--- config.mk ---
export PLATFORM = sky130hd
export DESIGN_NAME = seven_segment_two_wire_display_driver
export DESIGN_NICKNAME = d
export VERILOG_FILES = /design/src/hdl/ssd_pkg.sv /design/src/hdl/ssd_buffer.sv /design/src/hdl/ssd_seq.sv /design/src/hdl/seven_segment_two_wire_display_driver.sv
export SDC_FILE = /design/constraint.sdc
export NUM_CORES = 1
export LEC_CHECK = 0
export BUFFER_PORTS_ARGS = -buffer_cell sky130_fd_sc_hd__buf_2
export CORE_ASPECT_RATIO = 2
export CORE_MARGIN = 1
export CORE_UTILIZATION = 40
export DETAILED_ROUTE_END_ITERATION = 10
export PLACE_DENSITY = 0.62
export SLEW_MARGIN = 20
export SYNTH_ARGS = -nofsm -noshare
export SYNTH_HDL_FRONTEND = slang
export SYNTH_HIERARCHICAL = 1
export SYNTH_SLANG_ARGS = --single-unit
export TNS_END_PERCENT = 100
--- constraint.sdc ---
create_clock -name clk -period 3.42 [get_ports clk]
set_clock_uncertainty 0.15 [all_clocks]
set_input_delay 0.342 -clock clk [delete_from_list [all_inputs] [get_ports clk]]
set_output_delay 0.342 -clock clk [all_outputs]
set_load 0.01 [all_outputs]
--- src/hdl/ssd_pkg.sv ---
// ----------------------------------------------------------------------------
// ssd_pkg
// shared types, codes and the segment table of the two-wire display driver
// ----------------------------------------------------------------------------
package ssd_pkg;

    // opcodes carried in the input tuser field
    localparam logic [1:0] OP_TICK  = 2'd0;
    localparam logic [1:0] OP_ASCII = 2'd1;
    localparam logic [1:0] OP_RAW   = 2'd2;

    // frame numbers within one transfer
    localparam logic [1:0] FRAME_CMD  = 2'd0;
    localparam logic [1:0] FRAME_DATA = 2'd1;
    localparam logic [1:0] FRAME_CTRL = 2'd2;

    // protocol bytes
    localparam logic [7:0] CMD_DATA_WRITE = 8'h40;
    localparam logic [7:0] CMD_ADDR_BASE  = 8'hC0;
    localparam logic [7:0] CMD_DISP_BASE  = 8'h80;
    localparam logic [7:0] CMD_DISP_ON    = 8'h08;

    localparam logic [7:0] CHAR_FIRST = 8'h30;
    localparam logic [7:0] CHAR_LAST  = 8'h40;

    localparam logic [7:0] SEG_TABLE [17] = '{
        8'h3f, 8'h06, 8'h5b, 8'h4f, 8'h66, 8'h6d, 8'h7d, 8'h07,
        8'h7f, 8'h6f, 8'h77, 8'h7c, 8'h39, 8'h5e, 8'h79, 8'h71,
        8'h00
    };

    typedef struct packed {
        logic tick;
        logic start;
    } seq_ctrl_t;

    typedef struct packed {
        logic busy;
        logic done;
        logic clk;
        logic dio;
    } seq_status_t;

    function automatic logic char_mapped(input logic [7:0] ch);
        return (ch >= CHAR_FIRST) && (ch <= CHAR_LAST);
    endfunction

    function automatic logic [7:0] seg_lookup(input logic [7:0] ch);
        logic [7:0] offs;
        offs = ch - CHAR_FIRST;
        if (char_mapped(ch))
        begin
            return SEG_TABLE[offs[4:0]];
        end
        return 8'h00;
    endfunction

endpackage

--- src/hdl/ssd_buffer.sv ---
// ----------------------------------------------------------------------------
// ssd_buffer
// digit buffer: stores pushed segment bytes and the start grid address
// ----------------------------------------------------------------------------
module ssd_buffer #(
    parameter int MAX_DIGITS = 6,
    parameter int CNT_W      = 3,
    parameter int IDX_W      = 3
) (
    input  logic             clk,
    input  logic             rst_n,
    input  logic             push_en,
    input  logic             push_raw,
    input  logic [7:0]       value,
    input  logic [2:0]       position,
    input  logic             clear,
    input  logic [IDX_W-1:0] rd_idx,
    output logic [7:0]       rd_data,
    output logic [CNT_W-1:0] count,
    output logic [2:0]       start_pos,
    output logic             full
);

    logic [7:0]       store_reg [MAX_DIGITS];
    logic [CNT_W-1:0] count_reg;
    logic [CNT_W-1:0] count_next;
    logic [2:0]       pos_reg;
    logic [7:0]       seg;
    logic             write_en;

    assign full     = (count_reg >= CNT_W'(MAX_DIGITS));
    assign write_en = push_en && !full;
    assign seg      = push_raw ? value : ssd_pkg::seg_lookup(value);

    always_comb
    begin
        count_next = count_reg;
        if (clear)
        begin
            count_next = '0;
        end
        else if (write_en)
        begin
            count_next = count_reg + 1'b1;
        end
    end

    always_ff @(posedge clk or negedge rst_n)
    begin
        if (!rst_n)
        begin
            count_reg <= '0;
            pos_reg   <= '0;
        end
        else
        begin
            count_reg <= count_next;
            if (write_en && (count_reg == '0))
            begin
                pos_reg <= position;
            end
        end
    end

    always_ff @(posedge clk)
    begin
        if (write_en)
        begin
            store_reg[count_reg[IDX_W-1:0]] <= seg;
        end
    end

    assign rd_data   = store_reg[rd_idx];
    assign count     = count_reg;
    assign start_pos = pos_reg;

endmodule

--- src/hdl/ssd_seq.sv ---
// ----------------------------------------------------------------------------
// ssd_seq
// pin phase sequencer: walks start, byte bits with ack, and stop of each frame
// ----------------------------------------------------------------------------
module ssd_seq #(
    parameter int CNT_W = 3,
    parameter int IDX_W = 3
) (
    input  logic                   clk,
    input  logic                   rst_n,
    input  ssd_pkg::seq_ctrl_t     ctrl,
    input  logic [2:0]             brightness,
    input  logic [CNT_W-1:0]       count,
    input  logic [2:0]             start_pos,
    input  logic [7:0]             rd_data,
    output logic [IDX_W-1:0]       rd_idx,
    output ssd_pkg::seq_status_t   status
);

    typedef enum logic [2:0] {
        SEG_START = 3'b001,
        SEG_BODY  = 3'b010,
        SEG_STOP  = 3'b100
    } frame_seg_t;

    localparam logic [4:0] BIT_PHASES = 5'd16;
    localparam logic [4:0] ACK_HIGH   = 5'd17;

    frame_seg_t       seg_reg,    seg_next;
    logic [4:0]       cnt_reg,    cnt_next;
    logic [CNT_W-1:0] byte_reg,   byte_next;
    logic [1:0]       frame_reg,  frame_next;
    logic             active_reg, active_next;
    logic             clk_reg,    clk_next;
    logic             dio_reg,    dio_next;
    logic             done;
    logic [7:0]       frame_byte;
    logic [CNT_W-1:0] last_byte;
    logic [CNT_W-1:0] byte_m1;

    assign byte_m1   = byte_reg - 1'b1;
    assign rd_idx    = byte_m1[IDX_W-1:0];
    assign last_byte = (frame_reg == ssd_pkg::FRAME_DATA) ? count : '0;

    always_comb
    begin
        unique case (frame_reg)
            ssd_pkg::FRAME_CMD:
            begin
                frame_byte = ssd_pkg::CMD_DATA_WRITE;
            end
            ssd_pkg::FRAME_DATA:
            begin
                frame_byte = (byte_reg == '0) ?
                             (ssd_pkg::CMD_ADDR_BASE | {5'b0, start_pos}) : rd_data;
            end
            ssd_pkg::FRAME_CTRL:
            begin
                frame_byte = ssd_pkg::CMD_DISP_BASE | ssd_pkg::CMD_DISP_ON |
                             {5'b0, brightness};
            end
            default:
            begin
                frame_byte = 8'h00;
            end
        endcase
    end

    always_comb
    begin
        seg_next    = seg_reg;
        cnt_next    = cnt_reg;
        byte_next   = byte_reg;
        frame_next  = frame_reg;
        active_next = active_reg;
        clk_next    = clk_reg;
        dio_next    = dio_reg;
        done        = 1'b0;
        if (ctrl.start)
        begin
            active_next = 1'b1;
            seg_next    = SEG_START;
            cnt_next    = '0;
            byte_next   = '0;
            frame_next  = ssd_pkg::FRAME_CMD;
        end
        else if (ctrl.tick && active_reg)
        begin
            unique case (seg_reg)
                SEG_START:
                begin
                    clk_next = 1'b1;
                    dio_next = (cnt_reg == '0);
                    if (cnt_reg == 5'd1)
                    begin
                        seg_next  = SEG_BODY;
                        cnt_next  = '0;
                        byte_next = '0;
                    end
                    else
                    begin
                        cnt_next = cnt_reg + 1'b1;
                    end
                end
                SEG_BODY:
                begin
                    if (cnt_reg < BIT_PHASES)
                    begin
                        clk_next = cnt_reg[0];
                        dio_next = frame_byte[cnt_reg[3:1]];
                    end
                    else
                    begin
                        clk_next = (cnt_reg == ACK_HIGH);
                        dio_next = 1'b0;
                    end
                    if (cnt_reg == ACK_HIGH)
                    begin
                        cnt_next = '0;
                        if (byte_reg == last_byte)
                        begin
                            seg_next = SEG_STOP;
                        end
                        else
                        begin
                            byte_next = byte_reg + 1'b1;
                        end
                    end
                    else
                    begin
                        cnt_next = cnt_reg + 1'b1;
                    end
                end
                SEG_STOP:
                begin
                    clk_next = (cnt_reg != '0);
                    dio_next = (cnt_reg == 5'd2);
                    if (cnt_reg == 5'd2)
                    begin
                        seg_next  = SEG_START;
                        cnt_next  = '0;
                        byte_next = '0;
                        if (frame_reg == ssd_pkg::FRAME_CTRL)
                        begin
                            frame_next  = ssd_pkg::FRAME_CMD;
                            active_next = 1'b0;
                            done        = 1'b1;
                        end
                        else
                        begin
                            frame_next = frame_reg + 1'b1;
                        end
                    end
                    else
                    begin
                        cnt_next = cnt_reg + 1'b1;
                    end
                end
                default:
                begin
                    seg_next = SEG_START;
                end
            endcase
        end
    end

    always_ff @(posedge clk or negedge rst_n)
    begin
        if (!rst_n)
        begin
            seg_reg    <= SEG_START;
            cnt_reg    <= '0;
            byte_reg   <= '0;
            frame_reg  <= ssd_pkg::FRAME_CMD;
            active_reg <= 1'b0;
            clk_reg    <= 1'b1;
            dio_reg    <= 1'b1;
        end
        else
        begin
            seg_reg    <= seg_next;
            cnt_reg    <= cnt_next;
            byte_reg   <= byte_next;
            frame_reg  <= frame_next;
            active_reg <= active_next;
            clk_reg    <= clk_next;
            dio_reg    <= dio_next;
        end
    end

    assign status.busy = active_next;
    assign status.done = done;
    assign status.clk  = clk_next;
    assign status.dio  = dio_next;

    // lines rest high between transfers
    a_idle_pins: assert property (@(posedge clk) disable iff (!rst_n)
        !active_reg |-> (clk_reg && dio_reg))
        else $error("pins not idle while no transfer runs");

    a_idle_seq: assert property (@(posedge clk) disable iff (!rst_n)
        !active_reg |-> (seg_reg == SEG_START && cnt_reg == '0 &&
                         frame_reg == ssd_pkg::FRAME_CMD))
        else $error("sequencer not parked while idle");

    a_byte_range: assert property (@(posedge clk) disable iff (!rst_n)
        active_reg |-> (byte_reg <= last_byte))
        else $error("byte index past end of frame");

endmodule

--- src/hdl/seven_segment_two_wire_display_driver.sv ---
// ----------------------------------------------------------------------------
// seven_segment_two_wire_display_driver
// stream front end for a two-wire seven-segment led driver
// ----------------------------------------------------------------------------
// Each input transaction (tick, ascii push or raw push) yields exactly one
// result transaction with the clock and data pin levels, busy and a push
// error flag. The block takes one transaction per cycle while the result
// side keeps taking results; each accepted transaction passes the input
// register and then the result register around the single-pass sequencer
// and digit buffer logic. A push marked last that arrives while idle starts a
// transfer of three frames, after which every tick moves the pins by one
// phase. No clearing pass runs after reset.
module seven_segment_two_wire_display_driver #(
    parameter int MAX_DIGITS = 6
) (
    input  logic        clk,
    input  logic        rst_n,
    input  logic        brightness_wr_en,
    input  logic [2:0]  brightness_wr_data,
    input  logic        s_axis_tvalid,
    output logic        s_axis_tready,
    input  logic [15:0] s_axis_tdata,   // value[7:0], position[10:8], zero
    input  logic [1:0]  s_axis_tuser,   // opcode[1:0]
    input  logic        s_axis_tlast,
    output logic        m_axis_tvalid,
    input  logic        m_axis_tready,
    output logic [7:0]  m_axis_tdata    // clock_pin, data_pin, busy_res, push_error, zero
);

    localparam int CNT_W = $clog2(MAX_DIGITS + 1);
    localparam int IDX_W = (MAX_DIGITS > 1) ? $clog2(MAX_DIGITS) : 1;

    logic [2:0]  brightness_reg;

    logic        in_valid_reg;
    logic [1:0]  in_op_reg;
    logic [7:0]  in_value_reg;
    logic [2:0]  in_pos_reg;
    logic        in_last_reg;

    logic        out_valid_reg;
    logic        out_clk_reg;
    logic        out_dio_reg;
    logic        out_busy_reg;
    logic        out_err_reg;
    logic        busy_reg;

    logic        move;
    logic        s_accept;
    logic        is_push;
    logic        busy;
    logic        full;
    logic        push_err;

    logic [IDX_W-1:0]      rd_idx;
    logic [7:0]            rd_data;
    logic [CNT_W-1:0]      count;
    logic [2:0]            start_pos;
    ssd_pkg::seq_ctrl_t    seq_ctrl;
    ssd_pkg::seq_status_t  seq_status;

    assign move          = in_valid_reg && (!out_valid_reg || m_axis_tready);
    assign s_axis_tready = !in_valid_reg || move;
    assign s_accept      = s_axis_tvalid && s_axis_tready;

    always_comb
    begin
        unique case (in_op_reg) inside
            ssd_pkg::OP_ASCII, ssd_pkg::OP_RAW:
            begin
                is_push = 1'b1;
            end
            default:
            begin
                is_push = 1'b0;
            end
        endcase
    end

    assign seq_ctrl.tick  = move && (in_op_reg == ssd_pkg::OP_TICK);
    assign seq_ctrl.start = move && is_push && !busy && in_last_reg;

    assign push_err = is_push && (busy || full ||
                      ((in_op_reg == ssd_pkg::OP_ASCII) &&
                       !ssd_pkg::char_mapped(in_value_reg)));

    ssd_buffer #(
        .MAX_DIGITS (MAX_DIGITS),
        .CNT_W      (CNT_W),
        .IDX_W      (IDX_W)
    ) u_buffer (
        .clk       (clk),
        .rst_n     (rst_n),
        .push_en   (move && is_push && !busy),
        .push_raw  (in_op_reg == ssd_pkg::OP_RAW),
        .value     (in_value_reg),
        .position  (in_pos_reg),
        .clear     (seq_status.done),
        .rd_idx    (rd_idx),
        .rd_data   (rd_data),
        .count     (count),
        .start_pos (start_pos),
        .full      (full)
    );

    ssd_seq #(
        .CNT_W (CNT_W),
        .IDX_W (IDX_W)
    ) u_seq (
        .clk        (clk),
        .rst_n      (rst_n),
        .ctrl       (seq_ctrl),
        .brightness (brightness_reg),
        .count      (count),
        .start_pos  (start_pos),
        .rd_data    (rd_data),
        .rd_idx     (rd_idx),
        .status     (seq_status)
    );

    // busy before this transaction is the sequencer's current state
    assign busy = busy_reg;

    always_ff @(posedge clk or negedge rst_n)
    begin
        if (!rst_n)
        begin
            busy_reg <= 1'b0;
        end
        else if (move)
        begin
            busy_reg <= seq_status.busy;
        end
    end

    always_ff @(posedge clk or negedge rst_n)
    begin
        if (!rst_n)
        begin
            brightness_reg <= 3'd7;
            in_valid_reg   <= 1'b0;
            out_valid_reg  <= 1'b0;
        end
        else
        begin
            if (brightness_wr_en)
            begin
                brightness_reg <= brightness_wr_data;
            end
            if (s_accept)
            begin
                in_valid_reg <= 1'b1;
            end
            else if (move)
            begin
                in_valid_reg <= 1'b0;
            end
            if (move)
            begin
                out_valid_reg <= 1'b1;
            end
            else if (m_axis_tready)
            begin
                out_valid_reg <= 1'b0;
            end
        end
    end

    always_ff @(posedge clk)
    begin
        if (s_accept)
        begin
            in_op_reg    <= s_axis_tuser;
            in_value_reg <= s_axis_tdata[7:0];
            in_pos_reg   <= s_axis_tdata[10:8];
            in_last_reg  <= s_axis_tlast;
        end
        if (move)
        begin
            out_clk_reg  <= seq_status.clk;
            out_dio_reg  <= seq_status.dio;
            out_busy_reg <= seq_status.busy;
            out_err_reg  <= push_err;
        end
    end

    assign m_axis_tvalid = out_valid_reg;
    assign m_axis_tdata  = {4'b0, out_err_reg, out_busy_reg, out_dio_reg, out_clk_reg};

    // a push that arrives during a transfer is always flagged
    a_busy_push_err: assert property (@(posedge clk) disable iff (!rst_n)
        (move && is_push && busy) |=> out_err_reg)
        else $error("push during transfer not flagged");

    // a started transfer reports busy on its own result
    a_start_busy: assert property (@(posedge clk) disable iff (!rst_n)
        seq_ctrl.start |=> (out_busy_reg && out_valid_reg))
        else $error("transfer start not reported as busy");

endmodule

Yosys cells after proc, flatten, opt, wreduce, memory -nomap -nowiden:

Memories as Yosys holds them, arrays and structs flattened.
Index checks and enable logic that the tools add are counted.

* bits in latches: 0
* logic and storage cells: 154
* memory bits (writable): 48
* bits in registers: 46
* ROM bits: 256
* input port bits: 27
* output and inout port bits: 10
* memories: 2

Memories
* (no name shown): words 32, bits a word 8, read ports 1, clocked after Yosys merged registers in 0, write ports 0, line ssd_pkg.sv:53 `return SEG_TABLE[offs[4:0]];`
* u_buffer.store_reg: words 6, bits a word 8, read ports 1, clocked after Yosys merged registers in 0, write ports 1, line ssd_buffer.sv:24 `logic [7:0] store_reg [MAX_DIGITS];`

* reductions and logical operators: 39
* bitwise gates (word level): 1
* div/mod/pow operators: 0
* shifts and indexed selects: 0
* $add $sub $neg: 6
* $lt $le $gt $ge: 6
* mux-type cells: 63
* eq/ne operators: 16
* multipliers: 0

Operator list (count)
* 8-bit 2-to-1 mux: 6
* 3-bit 2-to-1 mux: 15
* 1-bit 2-to-1 mux: 25
* 5-bit 2-to-1 mux: 5
* 8-bit one-hot mux with 3 select lines: 1
* 3-bit one-hot mux with 3 select lines: 2
* 5-bit one-hot mux with 3 select lines: 1
* 1-bit logical AND: 12
* 3-bit by 2-bit != test with 1-bit output, second input constant: 4
* 2-bit nonzero test: 6
* 2-bit 2-to-1 mux: 5
* 8-bit by 6-bit greater-or-equal comparator with 1-bit output, second input constant: 1
* 8-bit by 7-bit less-or-equal comparator with 1-bit output, second input constant: 1
* 3-bit by 1-bit adder with 3-bit output, second input constant: 2
* 6-bit greater-or-equal comparator, second input constant: 1
* 3-bit zero test: 2
* 5-bit NOT with 6-bit output: 1
* 1-bit one-hot mux with 3 select lines: 2
* 6-bit AND reduction: 1
* 5-bit by 1-bit adder with 5-bit output, second input constant: 1
* 5-bit by 1-bit == test with 1-bit output, second input constant: 1
* 5-bit by 2-bit == test with 1-bit output, second input constant: 1
* 5-bit == test, second input constant: 1
* 1-bit zero test: 5
* 23 further kinds: 29

Longest topological paths before layout:

Gate-level depths: netlist of the first run.
An unclocked memory read counts as a cell.

* depth in word-level cells: 10
* mapped depth: 12
* mapped depth without buffers: 10

By module:

Netlist of the first run, hierarchy kept.

Modules (own cells, without submodules)
* ssd_buffer: instances 1, seq. area each 1591.5 um^2, cells each 174, area each 2560.0 um^2
* ssd_seq: instances 1, seq. area each 404.1 um^2, cells each 166, area each 1462.7 um^2
* seven_segment_two_wire_display_driver: instances 1, seq. area each 694.4 um^2, cells each 59, area each 974.7 um^2

Worst setup path after synthesis of the first run:

Ideal clock, no wire load.

* path type: flip-flop to flip-flop
* start point: reg u_seq.byte_reg[0]
* end point: reg out_dio_reg, data pin
* period minus slack after synthesis: 2768 ps
* cell stages (with the launch flop): 13
* path buffers: 2
* path slack: 652 ps
* data required time: 3019 ps
* library setup time: 251 ps
* arrival time: 2366 ps
* path through: dfrtp_1 -> inv_1 -> ha_1 -> inv_1 -> clkbuf_1 -> mux4_1 -> nor2_1 -> a21oi_1 -> mux4_2 -> a21oi_1 -> or2_1 -> o21ai_1 -> buf_4

* word-level cells in the longest chain between the ends: 10
* elaborated cells on any way between the ends: 11
* classes of those cells: 1 x add/sub; 8 x mux; 1 x reduce/logical; 1 x memory

RTL lines
* from (decl): line ssd_seq.sv:31 `logic [CNT_W-1:0] byte_reg, byte_next;`
* from (signal assigned): line ssd_seq.sv:183 `byte_reg <= byte_next;`
* 3-bit by 1-bit subtractor with 3-bit output: line ssd_seq.sv:41 `assign byte_m1 = byte_reg - 1'b1;`
* via rd_idx[0]: line seven_segment_two_wire_display_driver.sv:55 `logic [IDX_W-1:0] rd_idx;`
* memory 6 x 8 bit
* via rd_data[1]: line seven_segment_two_wire_display_driver.sv:56 `logic [7:0] rd_data;`
* 8-bit 2-to-1 mux: line ssd_seq.sv:54 `frame_byte = (byte_reg == '0) ?`
* 8-bit one-hot mux with 3 select lines: line ssd_seq.sv:47 `unique case (frame_reg)`
* 1-bit binary-select mux with 3-bit select: line ssd_seq.sv:110 `dio_next = frame_byte[cnt_reg[3:1]];`
* 1-bit 2-to-1 mux (implied by the code): line ssd_seq.sv:110
* 1-bit 2-to-1 mux: line ssd_seq.sv:107 `if (cnt_reg < BIT_PHASES)`
* 1-bit one-hot mux with 3 select lines: line ssd_seq.sv:89 `unique case (seg_reg)`
* 1-bit 2-to-1 mux: line ssd_seq.sv:87 `else if (ctrl.tick && active_reg)`
* 1-bit 2-to-1 mux: line ssd_seq.sv:79 `if (ctrl.start)`
* via u_seq.dio_next: line ssd_seq.sv:35 `logic dio_reg, dio_next;`
* to (signal assigned): line seven_segment_two_wire_display_driver.sv:181 `out_dio_reg <= seq_status.dio;`
* to (decl): line seven_segment_two_wire_display_driver.sv:43 `logic out_dio_reg;`

The timed path passes the listed nets, and every way through them passes these cells. The select of a mux whose other input is x is not followed.
A chain may end at the register's enable or synchronous reset.

==> summary.txt, run 1 <==
Netlist cell types - 74
Final Cycle Share - 0.8541
Placement Rows - 57
grt total ovfl - 0
ranking of synthesized cells by area - edfxtp_1 40%, dfrtp_1 11%, ha_1 4.8%
Setup WS pre-CTS - 0.4743 ns
I/O Pins - 37
Worst Hold Class - input port to register
number of flip-flops under the largest register name - 48
worst vdd ir - 0.4167 mV
Via density - 5.597
Placed Cells - 559
Yosys Warn Count - 6
crit path DAT - 2.85 ns
Pwr Total - 3.339 mW
worst setup margin - 0.4989 ns
Crit Reg-Reg Startpoint - u_seq/byte_reg[1]
Iter 0 DRT Violations - 176
Clock Latency Late Sink - 0.34 ns
PwrDens - 605.2 nW/µm²
max-cap violations - 0
CTS tree - done
post-synthesis sequential area ratio - 0.5383
HPWL Detailed - 8057 µm
min Tclk post-route - 2.921 ns
Die Y - 160.1 µm
mean area per synthesized cell - 12.52 µm²
slew margin rel. - 0.4096
detail-routed net length per standard cell - 18.77 µm
placed cell area - 5218 µm²
core footprint - 12,120 µm²
Initial Util - 0.4122
largest area contributor in the netlist - edfxtp_1
R2R Path End - out_dio_reg
Root Buffer - clkbuf_16
Peak Freq - 342.3 MHz
setup tns final - 0 ns
Worst Path Required - 3.35 ns
Synth top area share - 0.3966
Seq cells post-synth - 94
Layout Cells excl Fill - 576
clock slew at reported path FFs - 0.06 ns
Post-CTS Repair Setup Buffers - 0
ant diodes - 0
crit-path max FO - 8
Clock Path Buffers - 2
final hold vios - 0
r2r worst-path depth - 10
Die Span X - 81.04 µm
dominant synthesized flop cell - edfxtp_1
Initial DRT Pass Iterations - 4
Routed WL - 10,810 µm
Final Max Slew Viols - 0
P_leak - 2.217 nW
startpoint types - register
PostCTS Resize Cnt - 0
Detail Route Antenna Nets - 0
Crit path largest cell delay - 0.47 ns
Tot GR Track Use - 0.1852
via count - 3,224
Post-layout nets - 470
status - finished clean
global-route wire length before repair - 17,460 µm
Final Cell Area - 5518 µm²
vias in the first global route - 3,346
ys async rst share - 0.2979
Layout fillers - 1,130
Syn-to-layout area delta - 10.42%
critical path class - register to register
CTS buffer count - 9
Syn Inst Count - 399
number of remaining DRC errors - 0
fraction of layout cells with a size suffix above 1 - 0.2028
die area - 12,970 µm²
final setup fails - 0
RSZ-0062 raised after global routing - no
Buffers on Ports - 27
R2R Setup Slk - 0.50 ns
CP cell instances - inv_1 -> ha_1 -> inv_1 -> mux4_1 -> nor2_1 -> a21oi_1 -> mux4_2 -> a21oi_1 -> or2_1 -> o21ai_1
CP max stage cell - mux4_2
synthesized area - 4997 µm²
gp weighted congestion - 0.7909
H-Tree Depth - 3
initial antenna violation count - 0
CTS sink cnt - 94
largest net degree at the start of global routing - 29
worst slew pin tran - 0.8824 ns
Critical path destination - out_dio_reg
number of synthesized flops with an enable pin - 66
Critical Path Start - u_seq/byte_reg[1]
number of hold buffers added after cts - 1
CP Capture Type - register
[metrics by stage]
stage	hold WS [ns]	utilization
floorplan	-0.1036	-
global placement	0.2553	0.4303
detailed placement	0.2583	0.4303
CTS	0.01230	0.4551
global route	0.01217	0.4551
finish	0.02404	0.4551
[power breakdown]
part | total, mW | internal [mW] | switching [mW] | leakage, nW
registers | 1.59 | 1.37 | 0.223 | 0.956
clock network | 0.983 | 0.566 | 0.417 | 0.144
logic | 0.762 | 0.344 | 0.419 | 1.12
[cell families (layout without fill, tap and decap cells)]
kind of cell,after synthesis,count (layout),synth area share
adder cells (fa/ha/maj),19,19,0.04757
flip-flops,94,94,0.5383
XOR/XNOR,4,4,0.007012
other,1,4,0.0007504
AND/OR/NAND/NOR,115,115,0.1367
buffers and inverters,52,79,0.05658
AO/OA/AOI/OAI,78,78,0.1082
multiplexers,36,36,0.1049
[worst max-delay path, delay by kind of cell (launching register included)]
kind                       cells  cell delay (ns)
and+or+nand+nor                2             0.23
muxes                          2             0.83
AOI/OAI and AO/OA              3             0.35
DFF                            1             0.44
adders and majority gates      1             0.30
buffers and inverters          2             0.36
[Yosys cell counts, types with 4 or more instances]
library cell	count
dfstp_2	6
ha_1	19
nor2b_1	7
buf_4	12
nand3_1	6
a21oi_1	18
clkbuf_1	9
nand2b_1	9
nor2_1	22
nand2_1	22
edfxtp_1	66
mux2i_1	16
nand3b_1	6
o31ai_1	8
mux4_2	4
dfrtp_1	22
mux4_1	6
mux2_2	8
inv_1	24
nor3_1	13
o21ai_0	17
[worst min-delay path by stage]
stage / startpoint / depth (start not counted) / slack (ns) / to
2_1_floorplan: rst_n / 0 / -0.10 / busy
3_3_place_gp: rst_n / 1 / 0.26 / u_seq/seg_reg[2]
3_5_place_dp: rst_n / 1 / 0.26 / u_seq/seg_reg[2]
4_1_cts: s_axis_tdata[5] / 1 / 0.01 / in_value_reg[5]
5_1_grt: s_axis_tdata[8] / 1 / 0.01 / in_pos_reg[0]
6_report: s_axis_tuser[1] / 1 / 0.02 / in_op_reg[1]
[per-layer routing]
layer | track usage | wire length [µm] | vias up
li1 | - | - | 1521
met5 | 0 | 0 | -
met2 | 0.3415 | 6195 | 68
met1 | 0.1824 | 3734 | 1602
met4 | 0.1185 | 600 | 0
met3 | 0.02800 | 280 | 33
[placed cells by master, fill, tap and decap left out, drive strengths merged, types with 7 or more instances in the layout]
master / synthesis / layout
nand2: 24 / 24
o21ai: 18 / 18
ha: 19 / 19
mux2i: 16 / 16
nand2b: 10 / 10
buf: 19 / 38
edfxtp: 66 / 66
dfrtp: 22 / 22
a21oi: 18 / 18
nor2b: 7 / 7
mux2: 10 / 10
inv: 24 / 25
nor3: 13 / 13
clkbuf: 9 / 10
mux4: 10 / 10
nor2: 22 / 22
o31ai: 8 / 8
[layout make-up]
type / count / area, µm² / area share
Clock buffer: 10 / 229.0 / 0.04150
Clock inverter: 6 / 61.31 / 0.01111
Inverter: 24 / 90.09 / 0.01633
Multi-Input combinational cell: 256 / 2036 / 0.3689
Sequential cell: 94 / 2690 / 0.4875
Tap cell: 147 / 183.9 / 0.03333
Timing Repair Buffer: 39 / 227.7 / 0.04127
Note: power is estimated with default switching activity, not from simulation.
==> run 2, diff against run 1 <==
clock period = 3.4 ns   (was 3.42 ns; I/O delays follow)
==> summary.txt, run 2 (same netlist as run 1, synthesis figures left out) <==
max-cap violations - 0 (unchanged)
worst setup margin - 0.4627 ns (-0.03618 ns)
crit-path max FO - 8 (unchanged)
setup tns final - 0 ns (unchanged)
clock slew at reported path FFs - 0.07 ns (about the same)
final hold vios - 0 (unchanged)
PostCTS Resize Cnt - 0 (unchanged)
Routed WL - 10,780 µm (-0.26%)
Detail Route Antenna Nets - 0 (unchanged)
Clk pwr share - 0.300 (+0.006)
HPWL Detailed - 8019 µm (-0.47%)
CP cell instances - inv_1 -> ha_1 -> inv_1 -> mux4_1 -> nor2_1 -> a21oi_1 -> mux4_2 -> a21oi_1 -> or2_1 -> o21ai_1
die area - 12,970 µm² (unchanged)
Die Y - 160.1 µm (unchanged)
number of flip-flops under the largest register name - 48 (unchanged)
Tot GR Track Use - 0.1800 (-0.005147)
Final Cell Area - 5534 µm² (+0.29%)
Int Power - 2.303 mW (+0.98%)
R2R Setup Slk - 0.46 ns (-0.04 ns)
placed cell area - 5225 µm² (+0.14%)
Iter 0 DRT Violations - 210 (+19%)
Comb power frac - 0.226 (-0.002)
Critical Path Start - u_seq/byte_reg[1]
most frequent cells in the layout - 66 x edfxtp_1, 27 x buf_2, 24 x inv_1
Final Cycle Share - 0.8639 (+0.009783)
detail-routed net length per standard cell - 18.69 µm (-0.43%)
Initial Util - 0.4122 (unchanged)
Hold Crit Start - s_axis_tdata[2]
Post-layout nets - 471 (+0.21%)
gp weighted congestion - 0.7881 (-0.35%)
via count - 3,210 (-0.43%)
Final Max Slew Viols - 0 (unchanged)
Peak Freq - 340.4 MHz (-0.55%)
Syn-to-layout area delta - 10.74%
worst vdd ir - 0.3291 mV (-21%)
I/O Pins - 37 (unchanged)
startpoint types - register
Root Buffer - clkbuf_16
Crit Reg-Reg Startpoint - u_seq/byte_reg[1]
Flop pwr share - 0.475 (-0.002)
critical path class - register to register
core footprint - 12,120 µm² (unchanged)
global-route wire length before repair - 17,250 µm (-1.2%)
sequential cell area - 2690 µm² (unchanged)
status - finished clean
crit path DAT - 2.86 ns (about the same)
initial antenna violation count - 0 (unchanged)
commonest non-fill, non-tap cell in the layout - edfxtp_1
Clock Latency Late Sink - 0.34 ns (about the same)
CTS sink cnt - 94 (unchanged)
Crit path largest cell delay - 0.46 ns (about the same)
slew margin rel. - 0.4127 (+0.003124)
delay-heaviest family, CP - multiplexers
H-Tree Depth - 3 (unchanged)
largest net degree at the start of global routing - 29 (unchanged)
min Tclk post-route - 2.937 ns (+0.01618 ns)
hold depth - 1 (unchanged)
worst slew pin tran - 0.8777 ns (-0.004668 ns)
ant diodes - 0 (unchanged)
CP max stage cell - mux4_2
PwrDens - 611.2 nW/µm² (+1.0%)
Initial DRT Pass Iterations - 5 (+1)
RSZ-0062 raised after global routing - no
Setup WS pre-CTS - 0.4606 ns (-0.01378 ns)
grt total ovfl - 0 (unchanged)
CTS buffer count - 9 (unchanged)
Buffers on Ports - 27 (unchanged)
switching power - 1.080 mW (+2.0%)
Bufs and invs on worst path - 2 (unchanged)
final setup fails - 0 (unchanged)
Worst Hold Class - input port to register
top routing layer used - met4
Via density - 5.563 (-0.61%)
sw frac - 0.3193 (+0.002160)
met3 WL - 232 µm (-17%)
CTS tree - done
Layout fillers - 1,156 (+2.3%)
r2r worst-path depth - 10 (unchanged)
Die Span X - 81.04 µm (unchanged)
CP Capture Type - register
P_leak - 2.225 nW (+0.35%)
Hold EP - in_value_reg[2]
fraction of layout cells with a size suffix above 1 - 0.2070 (+0.004180)
vias in the first global route - 3,446 (+3.0%)
area occupied by multi-input gates - 2036 µm² (unchanged)
R2R Path End - out_dio_reg
number of remaining DRC errors - 0 (unchanged)
Placement Rows - 57 (unchanged)
wire length on met2 - 6390 µm (+3.1%)
Clock Path Buffers - 2 (unchanged)
Met1 Wirelength - 3722 µm (-0.32%)
Worst Path Required - 3.32 ns (-0.03 ns)
Post-CTS Repair Setup Buffers - 0 (unchanged)
==> run 2: layout make-up <==
type	instances	share of cell area
flip-flops and latches	94	0.4861
well taps	147	0.03324
repair buffers	40	0.04251
multi-input cells	256	0.3678
clock buffers	10	0.04137
inverters	24	0.01628
clock inverters	6	0.01266
==> run 2: power by group through the flow <==
stage / logic [mW] / registers, mW / clock network, mW
5_1_grt: 0.844 / 1.62 / 1.07
6_report: 0.763 / 1.61 / 1.01
2_1_floorplan: 0.677 / 1.49 / 0
3_5_place_dp: 0.759 / 1.62 / 0
4_1_cts: 0.765 / 1.60 / 1.03
3_3_place_gp: 0.740 / 1.62 / 0
==> run 2: worst max-delay path by stage <==
| stage | endpoint | slack (ns) | depth (start not counted) |
|---|---|---|---|
| 4_1_cts | out_dio_reg | 0.44 | 10 |
| 3_3_place_gp | out_dio_reg | 0.51 | 12 |
| 2_1_floorplan | out_dio_reg | 0.63 | 12 |
| 6_report | out_dio_reg | 0.46 | 10 |
| 5_1_grt | out_dio_reg | 0.27 | 11 |
| 3_5_place_dp | out_dio_reg | 0.46 | 10 |
==> run 2: layer usage <==
| metal | vias to the layer above | global-route usage |
|---|---|---|
| met5 | - | 0 |
| met1 | 1607 | 0.1719 |
| met4 | 0 | 0.1080 |
| met2 | 54 | 0.3438 |
| met3 | 22 | 0.02286 |
| li1 | 1527 | - |
==> run 2: per-stage QoR <==
step | utilization | cells | power (mW) | hold WS, ns
after floorplan | - | 402 | 2.167 | -0.1056
after global placement | 0.4310 | 560 | 2.356 | 0.2514
after detailed placement | 0.4310 | 560 | 2.383 | 0.2541
after CTS | 0.4565 | 577 | 3.398 | 0.01305
after global routing | 0.4565 | 577 | 3.536 | 0.01518
final | 0.4565 | 577 | 3.383 | 0.02445
==> run 2: repair_timing <==
item / CTS / global route
endpoints found under the setup margin: 0 / 0
hold buffers: 1 / 0
endpoints found under the hold margin: 22 / 0
==> run 3, diff against run 2 <==
REMOVE_ABC_BUFFERS = 1   (was unset)
==> summary.txt, run 3 (same netlist as run 1, synthesis figures left out) <==
status - finished clean
startpoint types - register
number of flip-flops under the largest register name - 48 (unchanged)
P_leak - 2.221 nW (-0.18%)
Worst path most repeated cell - buf_4
area occupied by multi-input gates - 2036 µm² (unchanged)
Die Span X - 81.04 µm (unchanged)
setup tns final - 0 ns (unchanged)
critical path class - register to register
clock slew at reported path FFs - 0.07 ns (about the same)
initial antenna violation count - 0 (unchanged)
Via density - 5.696 (+2.4%)
Hold WS - 0.01808 ns (-0.006377 ns)
grt total ovfl - 0 (unchanged)
max-cap violations - 0 (unchanged)
Clock Path Buffers - 2 (unchanged)
die area - 12,970 µm² (unchanged)
Clock Latency Late Sink - 0.34 ns (about the same)
Final Cycle Share - 0.8716 (+0.007642)
RSZ-0062 raised after global routing - no
PostCTS Resize Cnt - 0 (unchanged)
Peak Freq - 337.5 MHz (-0.88%)
vias in the first global route - 3,345 (-2.9%)
worst vdd ir - 0.3293 mV (about the same)
global-route wire length before repair - 16,790 µm (-2.6%)
Int Power - 2.312 mW (+0.41%)
most frequent cells in the layout - 66 x edfxtp_1, 27 x buf_2, 24 x inv_1
Clk pwr share - 0.307 (+0.007)
Post-CTS Repair Setup Buffers - 0 (unchanged)
CTS sink cnt - 94 (unchanged)
Worst Hold Class - input port to register
CP cell instances - inv_1 -> buf_4 -> ha_1 -> xor2_1 -> buf_4 -> nor2_1 -> a21oi_1 -> nand3b_1 -> a2111oi_0 -> o211ai_1 -> o21ai_1
Detail Route Antenna Nets - 0 (unchanged)
CP max stage cell - dfrtp_1
commonest non-fill, non-tap cell in the layout - edfxtp_1
core footprint - 12,120 µm² (unchanged)
final hold vios - 0 (unchanged)
gp weighted congestion - 0.8740 (+11%)
ant diodes - 0 (unchanged)
Root Buffer - clkbuf_16
Post-layout nets - 470 (-0.21%)
CTS tree - done
via count - 3,281 (+2.2%)
fraction of layout cells with a size suffix above 1 - 0.2075 (+0.0004825)
CP Capture Type - register
detail-routed net length per standard cell - 18.36 µm (-1.8%)
min Tclk post-route - 2.963 ns (+0.02598 ns)
Buffers on Ports - 27 (unchanged)
worst slew pin tran - 0.8109 ns (-0.06682 ns)
final setup fails - 0 (unchanged)
PwrDens - 614.4 nW/µm² (+0.52%)
Routed WL - 10,580 µm (-1.9%)
HPWL Detailed - 7931 µm (-1.1%)
largest net degree at the start of global routing - 29 (unchanged)
Comb power frac - 0.225 (about the same)
Pwr Total - 3.404 mW (+0.63%)
number of hold buffers added after cts - 1 (unchanged)
sw frac - 0.3207 (+0.001467)
switching power - 1.092 mW (+1.1%)
Worst Path Required - 3.43 ns (+0.11 ns)
slew margin rel. - 0.4574 (+0.04471)
Crit path largest cell delay - 0.43 ns (-0.03 ns)
CTS buffer count - 9 (unchanged)
number of remaining DRC errors - 0 (unchanged)
Placement Rows - 57 (unchanged)
sequential cell area - 2690 µm² (unchanged)
Iter 0 DRT Violations - 182 (-13%)
Initial Util - 0.4122 (unchanged)
Final Max Slew Viols - 0 (unchanged)
Syn-to-layout area delta - 10.87%
Layout fillers - 1,153 (-0.26%)
Tot GR Track Use - 0.1767 (-0.003392)
Flop pwr share - 0.468 (-0.007)
H-Tree Depth - 3 (unchanged)
crit path DAT - 2.99 ns (+0.13 ns)
Initial DRT Pass Iterations - 4 (-1)
crit-path max FO - 17 (+9)
Die Y - 160.1 µm (unchanged)
I/O Pins - 37 (unchanged)
-- run 3: cell types whose count changed in the layout (fill, tap and decap cells not counted), sizes merged --
cell | previous run | this run
clkbuf | 10 | 9
inv | 27 | 28
clkinv | 2 | 0
buf | 39 | 38
clkinvlp | 0 | 2
-- run 3: worst paths after layout --
| check | from | endpoint | slack (ns) | cells past startpoint |
|---|---|---|---|---|
| hold reg to reg | in_pos_reg[1] | u_buffer/start_pos[1] | 0.35 | 1 |
| setup reg to reg | u_seq/byte_reg[0] | out_dio_reg | 0.44 | 11 |
| hold / removal | s_axis_tlast | in_last_reg | 0.02 | 1 |
| min in group asynchronous | rst_n | u_seq/seg_reg[1] | 0.41 | 2 |
| max in group asynchronous | rst_n | u_buffer/start_pos[1] | 2.25 | 2 |
| setup / recovery | u_seq/byte_reg[0] | out_dio_reg | 0.44 | 11 |
-- run 3: final cells by class --
class,instances,area share
Sequential cell,94,0.4855
Multi-Input combinational cell,256,0.3674
Timing Repair Buffer,39,0.04110
Clock buffer,9,0.04065
Tap cell,147,0.03320
Inverter,24,0.01626
Clock inverter,7,0.01581
-- run 3: power by group through the flow --
| stage | clock [mW] | combinational [mW] | sequential [mW] |
|---|---|---|---|
| after floorplan | 0 | 0.565 | 1.54 |
| after global placement | 0 | 0.739 | 1.61 |
| after detailed placement | 0 | 0.765 | 1.62 |
| after CTS | 1.07 | 0.770 | 1.59 |
| after global routing | 1.12 | 0.848 | 1.62 |
| final | 1.04 | 0.768 | 1.59 |
-- run 3: per-stage QoR --
step	std cells	worst slack, ns	cell area (µm²)	utilization
after floorplan	374	0.3229	4816	-
after global placement	559	0.4716	5218	0.4303
after detailed placement	559	0.4371	5218	0.4303
after CTS	576	0.4147	5540	0.4570
after global routing	576	0.2071	5540	0.4570
final	576	0.4367	5540	0.4570
-- run 3: worst max-delay path: cells and delay by family (launching register included) --
kind / cells / cell delay (ns)
AO/OA/AOI/OAI: 4 / 1.01
AND/OR/NAND/NOR: 2 / 0.19
XOR/XNOR: 1 / 0.16
buffers and inverters: 3 / 0.63
adder cells (fa/ha/maj): 1 / 0.23
flip-flops: 1 / 0.43
-- run 3: layer usage --
metal	GRT usage	vias up	share of wire
li1	-	1525	-
met1	0.1712	1636	0.34
met2	0.3262	86	0.58
met3	0.03143	34	0.028
met4	0.1112	0	0.057
met5	0	-	0
